`config.mk`:
```
export PLATFORM = sky130hd
export DESIGN_NAME = tab_expander_with_trim_core
export DESIGN_NICKNAME = d
export VERILOG_FILES = /design/src/design/tabexp_pkg.sv /design/src/design/tabexp_ram.sv /design/src/design/tab_expander_with_trim_core.sv
export VERILOG_INCLUDE_DIRS = /design/src /design/src/design
export SDC_FILE = /design/constraint.sdc
export NUM_CORES = 1
export LEC_CHECK = 0
export ABC_AREA = 1
export BUFFER_PORTS_ARGS = -buffer_cell sky130_fd_sc_hd__buf_4
export CORE_ASPECT_RATIO = 0.9
export CORE_UTILIZATION = 61
export DETAILED_ROUTE_END_ITERATION = 8
export GPL_ROUTABILITY_DRIVEN = 0
export PLACE_DENSITY = 0.78
export SYNTH_ARGS = -nofsm -noshare
export SYNTH_HDL_FRONTEND = slang
export SYNTH_HIERARCHICAL = 1
export SYNTH_SLANG_ARGS = --single-unit
```
`constraint.sdc`:
```
create_clock -name clk -period 7.05 [get_ports clk]
set_clock_uncertainty 0.15 [all_clocks]
set_input_delay 0.3525 -clock clk [delete_from_list [all_inputs] [get_ports clk]]
set_output_delay 0.3525 -clock clk [all_outputs]
set_load 0.01 [all_outputs]
```
`src/design/tab_expander_with_trim_core_assert.svh`:
```
// Assertion macros used by the tab expander RTL.
// Needs a clock named clk and an active-low reset named rst_n in the using scope.
`ifndef TAB_EXPANDER_WITH_TRIM_CORE_ASSERT_SVH
`define TAB_EXPANDER_WITH_TRIM_CORE_ASSERT_SVH

// Same-cycle property, disabled while reset is asserted.
`define TEWT_ASSERT(lbl, prop, msg) \
  lbl: assert property (@(posedge clk) disable iff (!rst_n) prop) \
    else $error(msg);

// Condition in one cycle implies a consequence in the next cycle.
`define TEWT_ASSERT_NEXT(lbl, ante, cons, msg) \
  lbl: assert property (@(posedge clk) disable iff (!rst_n) (ante) |=> (cons)) \
    else $error(msg);

`endif

```
`src/design/tabexp_pkg.sv`:
```
// Package for the tab expander: field widths, character codes and register indexes.
// No dependencies.
package tabexp_pkg;

  localparam int MAX_BUFFER_DEF = 64;

  localparam int CHAR_W = 8;
  localparam int TW_W   = 8;
  localparam int BS_W   = 7;
  localparam int LEN_W  = 6;
  localparam int CFG_IDX_W  = 1;
  localparam int CFG_DATA_W = 8;

  localparam logic [CFG_IDX_W-1:0] CFG_TAB_WIDTH   = 1'b0;
  localparam logic [CFG_IDX_W-1:0] CFG_BUFFER_SIZE = 1'b1;

  localparam logic [TW_W-1:0] TAB_WIDTH_DEFAULT = 8'd8;
  localparam logic [BS_W-1:0] BUFFER_SIZE_RESET = 7'd64;

  localparam logic [CHAR_W-1:0] CHAR_NUL   = 8'h00;
  localparam logic [CHAR_W-1:0] CHAR_TAB   = 8'h09;
  localparam logic [CHAR_W-1:0] CHAR_NL    = 8'h0A;
  localparam logic [CHAR_W-1:0] CHAR_SPACE = 8'h20;

  // Pending store entry codes.
  localparam logic KIND_SPACE   = 1'b0;
  localparam logic KIND_NEWLINE = 1'b1;

endpackage

```
`src/design/tabexp_ram.sv`:
```
// Generic single-write, single-read RAM with registered read data.
// No dependencies.
module tabexp_ram #(
  parameter int WIDTH = 1,
  parameter int DEPTH = 64
) (
  input  logic                     clk,
  input  logic                     wr_en,
  input  logic [$clog2(DEPTH)-1:0] wr_addr,
  input  logic [WIDTH-1:0]         wr_data,
  input  logic [$clog2(DEPTH)-1:0] rd_addr,
  output logic [WIDTH-1:0]         rd_data
);

  logic [WIDTH-1:0] mem [DEPTH];

  always_ff @(posedge clk) begin
    if (wr_en) begin
      mem[wr_addr] <= wr_data;
    end
    rd_data <= mem[rd_addr];
  end

endmodule

```
`src/design/tab_expander_with_trim_core.sv`:
```
// Tab expander with trailing-whitespace trim. Uses tabexp_pkg and tabexp_ram.
// Accepts one source word at a time. A tab finds out_index mod tab_width by repeated
// subtraction in one subtractor and then adds its spaces; a placed byte first replays the
// pending whitespace; closing whitespace or a closing dropped byte adds an end marker.
// Reset (rst_n low, synchronous) clears string state, stop flag and output valid; config registers take their defaults.
`include "tab_expander_with_trim_core_assert.svh"

module tab_expander_with_trim_core #(
  parameter int MAX_BUFFER = tabexp_pkg::MAX_BUFFER_DEF
) (
  input  logic                           clk,
  input  logic                           rst_n,
  // Input channel: one source byte per word.
  input  logic                           in_valid,
  output logic                           in_ready,
  input  logic [tabexp_pkg::CHAR_W-1:0]  in_char_in,
  input  logic                           in_last_in,
  // Result channel.
  output logic                           out_valid,
  input  logic                           out_ready,
  output logic [tabexp_pkg::CHAR_W-1:0]  out_char_out,
  output logic                           out_char_valid,
  output logic                           out_last_out,
  output logic [tabexp_pkg::LEN_W-1:0]   out_trimmed_length,
  // Configuration write port.
  input  logic                           cfg_we,
  input  logic [tabexp_pkg::CFG_IDX_W-1:0]  cfg_index,
  input  logic [tabexp_pkg::CFG_DATA_W-1:0] cfg_wdata
);

  import tabexp_pkg::*;

  // Index width: out_index never exceeds MAX_BUFFER-1, so this many bits suffice.
  localparam int IDX_W = $clog2(MAX_BUFFER);

  // The sequencer. IDLE takes a word; whitespace is stored right there.
  // MOD finds out_index mod tab_width by repeated subtraction, TAB then
  // appends spaces one per cycle. FL_RD/FL_OUT replay the pending run from
  // the store, CHAR_OUT sends the placed byte and END_OUT a bare end marker.
  typedef enum logic [6:0] {
    S_IDLE     = 7'b0000001,
    S_MOD      = 7'b0000010,
    S_TAB      = 7'b0000100,
    S_FL_RD    = 7'b0001000,
    S_FL_OUT   = 7'b0010000,
    S_CHAR_OUT = 7'b0100000,
    S_END_OUT  = 7'b1000000
  } state_t;

  state_t            state_r, state_nxt;
  logic [TW_W-1:0]   tab_width_r, tab_width_nxt;
  logic [BS_W-1:0]   buffer_size_r, buffer_size_nxt;
  logic [IDX_W-1:0]  out_index_r, out_index_nxt;
  logic [IDX_W-1:0]  pending_count_r, pending_count_nxt;
  logic [IDX_W-1:0]  emitted_count_r, emitted_count_nxt;
  logic              stopped_r, stopped_nxt;
  logic [CHAR_W-1:0] char_r, char_nxt;
  logic              last_r, last_nxt;
  logic [TW_W-1:0]   rem_r, rem_nxt;
  logic [IDX_W-1:0]  flush_idx_r, flush_idx_nxt;

  logic              out_valid_r, out_valid_nxt;
  logic [CHAR_W-1:0] out_char_r, out_char_nxt;
  logic              out_cvalid_r, out_cvalid_nxt;
  logic              out_last_r, out_last_nxt;
  logic [LEN_W-1:0]  out_len_r, out_len_nxt;

  logic              mem_we;
  logic              mem_wdata;
  logic              mem_rdata;

  logic              in_fire;
  logic              slot_free;
  logic [TW_W-1:0]   tw_eff;
  logic [BS_W-1:0]   cap;
  logic [BS_W-1:0]   limit_wide;
  logic [IDX_W-1:0]  limit;
  logic              room;
  logic [IDX_W-1:0]  emitted_inc;
  logic [IDX_W-1:0]  flush_inc;

  // A tab width of zero means the default stop spacing of eight.
  assign tw_eff = (tab_width_r == '0) ? TAB_WIDTH_DEFAULT : tab_width_r;

  // Output limit is one less than the buffer size, after saturating at MAX_BUFFER.
  assign cap        = (buffer_size_r > BS_W'(MAX_BUFFER)) ? BS_W'(MAX_BUFFER) : buffer_size_r;
  assign limit_wide = (cap == '0) ? '0 : cap - BS_W'(1);
  assign limit      = limit_wide[IDX_W-1:0];
  assign room       = (out_index_r < limit);

  assign emitted_inc = emitted_count_r + IDX_W'(1);
  assign flush_inc   = flush_idx_r + IDX_W'(1);

  assign in_ready  = (state_r == S_IDLE);
  assign in_fire   = in_valid && in_ready;
  assign slot_free = !out_valid_r || out_ready;

  // Pending whitespace store: one bit per entry, space or newline.
  tabexp_ram #(
    .WIDTH (1),
    .DEPTH (MAX_BUFFER)
  ) u_pending (
    .clk     (clk),
    .wr_en   (mem_we),
    .wr_addr (pending_count_r),
    .wr_data (mem_wdata),
    .rd_addr (flush_idx_r),
    .rd_data (mem_rdata)
  );

  always_comb begin
    state_nxt         = state_r;
    tab_width_nxt     = tab_width_r;
    buffer_size_nxt   = buffer_size_r;
    out_index_nxt     = out_index_r;
    pending_count_nxt = pending_count_r;
    emitted_count_nxt = emitted_count_r;
    stopped_nxt       = stopped_r;
    char_nxt          = char_r;
    last_nxt          = last_r;
    rem_nxt           = rem_r;
    flush_idx_nxt     = flush_idx_r;
    out_valid_nxt     = out_valid_r && !out_ready;
    out_char_nxt      = out_char_r;
    out_cvalid_nxt    = out_cvalid_r;
    out_last_nxt      = out_last_r;
    out_len_nxt       = out_len_r;
    mem_we            = 1'b0;
    mem_wdata         = KIND_SPACE;

    if (cfg_we) begin
      unique case (cfg_index)
        CFG_TAB_WIDTH:   tab_width_nxt   = cfg_wdata[TW_W-1:0];
        CFG_BUFFER_SIZE: buffer_size_nxt = cfg_wdata[BS_W-1:0];
        default: ;
      endcase
    end

    unique case (state_r)
      S_IDLE: begin
        if (in_fire) begin
          char_nxt = in_char_in;
          last_nxt = in_last_in;
          if (stopped_r) begin
            // Words after a NUL are ignored until the one that ends the source string.
            if (in_last_in) begin
              stopped_nxt       = 1'b0;
              out_index_nxt     = '0;
              pending_count_nxt = '0;
              emitted_count_nxt = '0;
            end
          end else if (in_char_in == CHAR_NUL) begin
            state_nxt = S_END_OUT;
          end else if (in_char_in == CHAR_TAB) begin
            rem_nxt   = TW_W'(out_index_r);
            state_nxt = S_MOD;
          end else if (in_char_in == CHAR_SPACE || in_char_in == CHAR_NL) begin
            if (room) begin
              mem_we            = 1'b1;
              mem_wdata         = (in_char_in == CHAR_NL) ? KIND_NEWLINE : KIND_SPACE;
              pending_count_nxt = pending_count_r + IDX_W'(1);
              out_index_nxt     = out_index_r + IDX_W'(1);
            end
            if (in_last_in) begin
              state_nxt = S_END_OUT;
            end
          end else if (room) begin
            flush_idx_nxt = '0;
            state_nxt     = (pending_count_r != '0) ? S_FL_RD : S_CHAR_OUT;
          end else if (in_last_in) begin
            // Byte past the limit is dropped; the string still needs its end marker.
            state_nxt = S_END_OUT;
          end
        end
      end

      S_MOD: begin
        if (rem_r >= tw_eff) begin
          rem_nxt = rem_r - tw_eff;
        end else begin
          state_nxt = S_TAB;
        end
      end

      S_TAB: begin
        // rem_r walks up to the next stop; the limit cuts the run short.
        if (room && rem_r != tw_eff) begin
          mem_we            = 1'b1;
          mem_wdata         = KIND_SPACE;
          pending_count_nxt = pending_count_r + IDX_W'(1);
          out_index_nxt     = out_index_r + IDX_W'(1);
          rem_nxt           = rem_r + TW_W'(1);
        end else begin
          state_nxt = last_r ? S_END_OUT : S_IDLE;
        end
      end

      S_FL_RD: begin
        // Read data for flush_idx_r shows up in the next cycle.
        state_nxt = S_FL_OUT;
      end

      S_FL_OUT: begin
        if (slot_free) begin
          out_valid_nxt     = 1'b1;
          out_char_nxt      = (mem_rdata == KIND_NEWLINE) ? CHAR_NL : CHAR_SPACE;
          out_cvalid_nxt    = 1'b1;
          out_last_nxt      = 1'b0;
          out_len_nxt       = '0;
          emitted_count_nxt = emitted_inc;
          flush_idx_nxt     = flush_inc;
          state_nxt         = (flush_inc == pending_count_r) ? S_CHAR_OUT : S_FL_RD;
        end
      end

      S_CHAR_OUT: begin
        if (slot_free) begin
          out_valid_nxt  = 1'b1;
          out_char_nxt   = char_r;
          out_cvalid_nxt = 1'b1;
          out_last_nxt   = last_r;
          out_len_nxt    = last_r ? LEN_W'(emitted_inc) : '0;
          if (last_r) begin
            out_index_nxt     = '0;
            pending_count_nxt = '0;
            emitted_count_nxt = '0;
          end else begin
            out_index_nxt     = out_index_r + IDX_W'(1);
            pending_count_nxt = '0;
            emitted_count_nxt = emitted_inc;
          end
          state_nxt = S_IDLE;
        end
      end

      S_END_OUT: begin
        // Bare end marker; pending whitespace is trimmed away.
        if (slot_free) begin
          out_valid_nxt     = 1'b1;
          out_char_nxt      = CHAR_NUL;
          out_cvalid_nxt    = 1'b0;
          out_last_nxt      = 1'b1;
          out_len_nxt       = LEN_W'(emitted_count_r);
          out_index_nxt     = '0;
          pending_count_nxt = '0;
          emitted_count_nxt = '0;
          stopped_nxt       = (char_r == CHAR_NUL) && !last_r;
          state_nxt         = S_IDLE;
        end
      end

      default: state_nxt = S_IDLE;
    endcase
  end

  always_ff @(posedge clk) begin
    if (!rst_n) begin
      state_r         <= S_IDLE;
      tab_width_r     <= TAB_WIDTH_DEFAULT;
      buffer_size_r   <= BUFFER_SIZE_RESET;
      out_index_r     <= '0;
      pending_count_r <= '0;
      emitted_count_r <= '0;
      stopped_r       <= 1'b0;
      out_valid_r     <= 1'b0;
    end else begin
      state_r         <= state_nxt;
      tab_width_r     <= tab_width_nxt;
      buffer_size_r   <= buffer_size_nxt;
      out_index_r     <= out_index_nxt;
      pending_count_r <= pending_count_nxt;
      emitted_count_r <= emitted_count_nxt;
      stopped_r       <= stopped_nxt;
      out_valid_r     <= out_valid_nxt;
    end
  end

  always_ff @(posedge clk) begin
    char_r       <= char_nxt;
    last_r       <= last_nxt;
    rem_r        <= rem_nxt;
    flush_idx_r  <= flush_idx_nxt;
    out_char_r   <= out_char_nxt;
    out_cvalid_r <= out_cvalid_nxt;
    out_last_r   <= out_last_nxt;
    out_len_r    <= out_len_nxt;
  end

  assign out_valid          = out_valid_r;
  assign out_char_out       = out_char_r;
  assign out_char_valid     = out_cvalid_r;
  assign out_last_out       = out_last_r;
  assign out_trimmed_length = out_len_r;

  // Every pending entry occupies one output column.
  `TEWT_ASSERT(a_pending_le_index, pending_count_r <= out_index_r,
               "pending count exceeds output index")
  // The tab remainder never passes the stop spacing.
  `TEWT_ASSERT(a_tab_rem_bound, (state_r == S_TAB) |-> (rem_r <= tw_eff),
               "tab remainder beyond tab width")
  // Replay only reads entries that were written for this string.
  `TEWT_ASSERT(a_flush_in_range,
               (state_r == S_FL_RD || state_r == S_FL_OUT) |-> (flush_idx_r < pending_count_r),
               "flush index outside pending run")
  // The length field is only nonzero on the final word of a string.
  `TEWT_ASSERT(a_len_only_last, (out_valid_r && !out_last_r) |-> (out_len_r == '0),
               "trimmed length on a non-final word")
  // A closing word while stopped restarts a clean string.
  `TEWT_ASSERT_NEXT(a_stop_release, in_fire && stopped_r && in_last_in,
                    !stopped_r && out_index_r == '0 && pending_count_r == '0,
                    "stop not released by final word")

endmodule

```
-- Word level (Yosys, flattened, before mapping)
Memories as Yosys holds them, arrays and structs flattened. A register that Yosys moved wholly into a read port is not among the register bits.
Index checks and enable logic that the tools add are counted.
- register bits after elaboration: 81
- latch bits: 0
- RAM bits: 64
- bits in read-only memories: 0
- input bits: 23
- output and inout port bits: 18
- word-level logic and storage cells: 198
- memories kept: 1
- memory list (memory ; words ; bits a word ; rd ports ; clocked after Yosys merged registers in ; wr ports ; line ; source):
    u_pending.mem ; 64 ; 1 ; 1 ; 1 ; 1 ; tabexp_ram.sv:15 ; logic [WIDTH-1:0] mem [DEPTH];
- add/subtract/negate cells: 7
- multiply operators: 0
- divide/modulo/power cells: 0
- magnitude comparators: 3
- eq/ne operators: 35
- shift-type cells: 0
- mux-type cells: 98
- bitwise logic cells: 1
- reduce and logical (&&, ||, !) cells: 37
- operator list (kind ; count):
    6-bit two-way mux ; 37
    7-bit two-way mux ; 13
    8-bit two-way mux ; 10
    6-bit case mux with 4 select lines ; 2
    8-bit case mux with 3 select lines ; 2
    7-bit case mux with 6 select lines ; 1
    6-bit case mux with 3 select lines ; 2
    1-bit two-way mux ; 26
    6-bit by 1-bit adder with 6-bit output (second input constant) ; 4
    8-bit zero test ; 3
    2-bit inequality test (second input constant) ; 11
    8-bit by 4-bit == test with 1-bit output (second input constant) ; 2
    2-bit by 1-bit inequality test with 1-bit output (second input constant) ; 7
    7-bit AND reduction ; 2
    6-bit case mux with 2 select lines ; 1
    10-bit AND reduction ; 1
    3-bit inequality test (second input constant) ; 3
    9-bit AND reduction ; 1
    3-bit nonzero test ; 3
    8-bit by 1-bit adder with 8-bit output (second input constant) ; 1
    8-bit by 6-bit == test with 1-bit output (second input constant) ; 1
    8-bit greater-or-equal comparator ; 1
    8-bit inequality test ; 1
    8-bit AND reduction ; 1
    29 further kinds ; 45

-- Logic depth before layout (Yosys ltp)
- depth after elaboration: 14
- gate-level depth with buffers: 20

-- By module
Netlist, hierarchy kept.
- by module, submodules not included (module ; instances ; cells an instance ; area each (um2) ; seq. area each (um2)):
    tab_expander_with_trim_core ; 1 ; 622 ; 4864.7 ; 2011.9
    tabexp_ram ; 1 ; 324 ; 3065.4 ; 1941.9

-- Worst setup path before layout
Ideal clock, no wire load.
- kind: register to register
- start point: register buffer_size_r[3]
- end point: memory u_pending.mem[0] (data pin)
- setup time: 0.681 ns
- arrival time: 4.318 ns
- data required time: 6.219 ns
- setup slack: 1.901 ns
- cell stages (with the launch flop): 15
- buffers on the path: 0
- period minus slack after synthesis: 5.149 ns
- cell sequence: dfxtp_1 nor2_1 nand3_1 nand2_1 nand2_1 nand3_1 a21oi_1 nand2_1 and3_1 o21ai_0 ha_1 a21oi_1 o21a_1 nand2_1 nor3_1
- cells in the longest elaborated chain, start to end: 12
- RTL lines (element ; line ; source):
    start: declaration ; tab_expander_with_trim_core.sv:52 ; logic [BS_W-1:0] buffer_size_r, buffer_size_nxt;
    start signal: assignment ; tab_expander_with_trim_core.sv:269 ; buffer_size_r <= buffer_size_nxt;
    7-bit > comparator ; tab_expander_with_trim_core.sv:86 ; assign cap = (buffer_size_r > BS_W'(MAX_BUFFER)) ? BS_W'(MAX_BUFFER) : buffer_size_r;
    7-bit two-way mux * ; tab_expander_with_trim_core.sv:86 ;
    6-bit by 1-bit subtractor with 6-bit output / 7-bit zero test (equally long branches) ; tab_expander_with_trim_core.sv:87 ; assign limit_wide = (cap == '0) ? '0 : cap - BS_W'(1);
    6-bit two-way mux * ; tab_expander_with_trim_core.sv:87 ;
    6-bit less-than comparator * ; tab_expander_with_trim_core.sv:89 ; assign room = (out_index_r < limit);
    1-bit two-way mux * ; tab_expander_with_trim_core.sv:158 ; if (room) begin
    1-bit two-way mux * ; tab_expander_with_trim_core.sv:157 ; end else if (in_char_in == CHAR_SPACE || in_char_in == CHAR_NL) begin
    1-bit two-way mux * ; tab_expander_with_trim_core.sv:154 ; end else if (in_char_in == CHAR_TAB) begin
    1-bit two-way mux * ; tab_expander_with_trim_core.sv:152 ; end else if (in_char_in == CHAR_NUL) begin
    1-bit two-way mux * ; tab_expander_with_trim_core.sv:144 ; if (stopped_r) begin
    1-bit two-way mux * ; tab_expander_with_trim_core.sv:141 ; if (in_fire) begin
    1-bit two-way mux * ; - ;
    named net mem_wdata ; tab_expander_with_trim_core.sv:69 ; logic mem_wdata;
    end: declaration ; tabexp_ram.sv:15 ;
The timed path passes the listed nets; every way through them passes the cells marked *.

-- Worst setup path after layout
- start point: register buffer_size_r[5]
- end point: register flush_idx_r[1], enable pin
- cells in the longest elaborated chain, start to end: 7
- RTL lines (element ; line ; source):
    7-bit > comparator ; tab_expander_with_trim_core.sv:86 ;
    7-bit two-way mux * ; tab_expander_with_trim_core.sv:86 ;
    6-bit by 1-bit subtractor with 6-bit output / 7-bit zero test (equally long branches) ; tab_expander_with_trim_core.sv:87 ;
    6-bit two-way mux * ; tab_expander_with_trim_core.sv:87 ;
    6-bit less-than comparator * ; tab_expander_with_trim_core.sv:89 ;
    2-bit by 1-bit inequality test with 1-bit output (no line) * ; - ;
    8-bit AND reduction (no line) * ; - ;
    end signal: assignment ; tab_expander_with_trim_core.sv:282 ; flush_idx_r <= flush_idx_nxt;
    end: declaration ; tab_expander_with_trim_core.sv:60 ; logic [IDX_W-1:0] flush_idx_r, flush_idx_nxt;
Every way passes the cells marked *; elsewhere a longest branch is shown, timed or not.
A chain may end at the register's enable or synchronous reset.

==> reports/qor.yml <==
power:
  power_frac_clock: 0.301
  leakage_uw: 0.003755
  intPower_uw: 1934
  pwr-share-comb: 0.324
  seq_power_share: 0.375
  p_per_area_mw_per_mm2: 340.4
  p_sw_uw: 1147
  vdd.ir_drop.worst_v: 0.0002186
  switching_share: 0.3723
clock_tree:
  clock_latency_ns: 0.43
  clkSlewWorstSetupHoldPaths_ns: 0.06
  post_cts_buffers: 0
  cts_sinks: 146
  numCtsBuffers: 17
  root_buffer: "clkbuf_16"
  htreeDepth: 4
  cts_buffer_depth: 2
  cts_tree: "built"
routing:
  drcViolationCount: 0
  dr.first_iter.drc_count: 655
  drt_wl_total_um: 18210
  drt_pre_antenna_iters: 7
  num_vias: 6589
  wl_per_cell_um: 15.49
  viasPerCell: 5.603
  detail-route-antenna-nets: 0
floorplan:
  num_rows: 39
  core_area_mm2: 0.01269
  chipHeight_um: 110.2
  dieArea_mm2: 0.01346
  start_util: 0.6250
  die_width_um: 122.2
  num_io_pins: 41
grt:
  grt_pass1_wl_um: 28950
  grt_pass1_vias: 5802
  globalRouteOverflowTotal: 0
  grt_util_all_layers: 0.2843
  grt_start_max_net_pins: 65
  antenna_found_initial: 0
sta:
  fmax_mhz: 271.4
  slew_headroom: 0.2314
  finalCritPeriodShare: 0.5227
  tns_ns: 0
  min_period_ns: 3.685
  finalHoldViolCount: 0
  holdWs_ns: 0.05824
  worstMarginPinSlew_ns: 1.149
  drv_slew: 0
  setup_viol: 0
  rsz0062_at_grt: "false"
synth:
  synth_top_family_by_area: "simple AND/OR/NAND/NOR gates"
  yosys_warnings: 6
  syn_nets: 991
  ys_seq_elements: 146
  synthMuxAreaShare: 0
  seq_area_frac_synth: 0.4986
  synth-adder-area-share: 0.03566
  postSynthCellCount: 946
  synth_compound_area_frac: 0.07210
  synthSimpleGateAreaFrac: 0.2976
  syn_area_mm2: 0.007930
  ys_types: 52
  avgSynthCellArea_um2: 8.383
  synthXorXnorAreaFrac: 0.02209
finish:
  syn_to_final_growth_pct: 14.11
  fin_cells: 1176
  final_util: 0.7132
  num_antenna_cells: 0
  layout.nets: 1044
  drive_gt1_frac: 0.1057
placed_design:
  dpl.cell_count: 1132
  io_buffers: 40
  dpl.hpwl_um: 12400
worst_setup_path:
  cp-start-kind: "flip-flop"
  crit_type: "reg -> reg"
  critPathMaxFanout: 6
  cp-end-kind: "flip-flop"
  worst_ep_required_time_ns: 6.95
  critPathArrivalTime_ns: 3.58
run:
  cap_viol_max_count: 0
min_path:
  hold_class: "in -> reg"
status:
  status: "completed"
## critical path: stages (launching register included)
cell and delay (ns):
dfxtp_1 0.39, nor2_1 0.06, nand3_1 0.07, nand2_1 0.08
nand2_1 0.13, nand3_1 0.10, a21oi_1 0.15, nand2_1 0.08
and3_1 0.14, o21ai_0 0.15, ha_1 0.26, a21oi_1 0.14
o21a_1 0.24, nand3_1 0.22, inv_1 0.12, a21oi_1 0.07
nor3b_1 0.77
## per-layer routing
layer  GRT usage  share of wire
met1      0.3870           0.44
met2      0.4576           0.47
met3     0.04167          0.061
met4      0.1193          0.022
met5           0              0
## through the flow
step                      power [µW]  area, µm²  setup WS [ns]
after CTS                       3075       9049          3.370
after floorplan                 1924       7930          1.901
final                           3080       9049          3.365
after global routing            3254       9049          2.969
after detailed placement        2141       8315          3.388
after global placement          2127       8315          3.420
## layout make-up
type,instances,area [µm²]
well taps,164,205.2
fillers,1030,3638
clock inverters,12,156.4
inverters,115,439.2
flip-flops and latches,146,3954
repair buffers,55,442.9
clock buffers,20,456.7
multi-input cells,664,3395
## path summary, 6_finish.rpt
kind	from	to	slack [ns]	depth (start not counted)
max	buffer_size_r[5]$_SDFFE_PN0P_	flush_idx_r[1]$_SDFFCE_PN0P_	3.37	16
min	cfg_wdata[7]	tab_width_r[7]$_SDFFE_PN0P_	0.06	3
max reg2reg	buffer_size_r[5]$_SDFFE_PN0P_	flush_idx_r[1]$_SDFFCE_PN0P_	3.37	16
min reg2reg	tab_width_r[3]$_SDFFE_PN1P_	tab_width_r[3]$_SDFFE_PN1P_	0.33	2
## what timing repair did
action | CTS | global route
endpoints found under the hold margin | 12 | 0
gates resized for setup | 0 | 0
hold buffers | 12 | 0
## synth_stat cells (all sizes together)
library cell / instances / share of area
a211oi: 1 / 0.00095
a21oi: 41 / 0.026
a22o: 2 / 0.0022
a22oi: 2 / 0.0019
a31oi: 1 / 0.00079
a41oi: 1 / 0.0011
and2: 1 / 0.00079
and3: 4 / 0.0032
buf: 14 / 0.015
clkbuf: 7 / 0.0038
clkinv: 1 / 0.00047
dfxtp: 43 / 0.11
edfxtp: 103 / 0.39
fa: 1 / 0.0025
ha: 21 / 0.033
inv: 114 / 0.055
nand2: 199 / 0.097
nand3: 111 / 0.076
nand3b: 3 / 0.0028
nand4: 16 / 0.015
nor2: 159 / 0.081
nor3: 18 / 0.011
nor3b: 1 / 0.00095
nor4: 5 / 0.0058
o211ai: 4 / 0.0038
o21a: 2 / 0.0019
o21ai: 36 / 0.023
o221ai: 4 / 0.0044
o22ai: 3 / 0.0024
o311ai: 1 / 0.0011
o31ai: 2 / 0.0019
o32ai: 1 / 0.0011
or2: 4 / 0.0032
xnor2: 2 / 0.0022
xor2: 18 / 0.020
## flip-flops by register name (all words and copies together) (netlist names), 7 cells and up
signal and cells:
buffer_size_r 7, rem_r 8, char_r 8, u_pending/mem 64
state_r 7, tab_width_r 8, out_char_out 8
## placed cells by master (no fill, tap or decap), types with 4 or more instances in the layout
master	n
a21oi_1	41
and3_1	4
buf_4	43
clkbuf_16	17
clkinvlp_4	4
dfxtp_1	43
dlygate4sd3_1	12
edfxtp_1	103
ha_1	21
inv_1	106
inv_2	6
nand2_1	194
nand3_1	105
nand3_2	4
nand4_1	14
nor2_1	153
nor2_4	4
nor3_1	17
nor4_1	4
o211ai_1	4
o21ai_0	32
o21ai_1	4
o221ai_1	4
or2_2	4
xor2_1	18
## cell families after synthesis
logic type | count (synthesis)
buf+inv | 136
simple gates | 521
compound gates | 101
flops | 146
xor+xnor | 20
fa+ha+maj | 22
## power by group through the flow
| stage | sequential (µW) | combinational, µW | clock (µW) |
|---|---|---|---|
| 2_1_floorplan | 1120 | 804 | 0 |
| 3_3_place_gp | 1170 | 960 | 0 |
| 3_5_place_dp | 1170 | 974 | 0 |
| 4_1_cts | 1150 | 986 | 937 |
| 5_1_grt | 1170 | 1120 | 968 |
| 6_report | 1150 | 998 | 928 |
No activity file was read; power rests on OpenSTA's default activity.
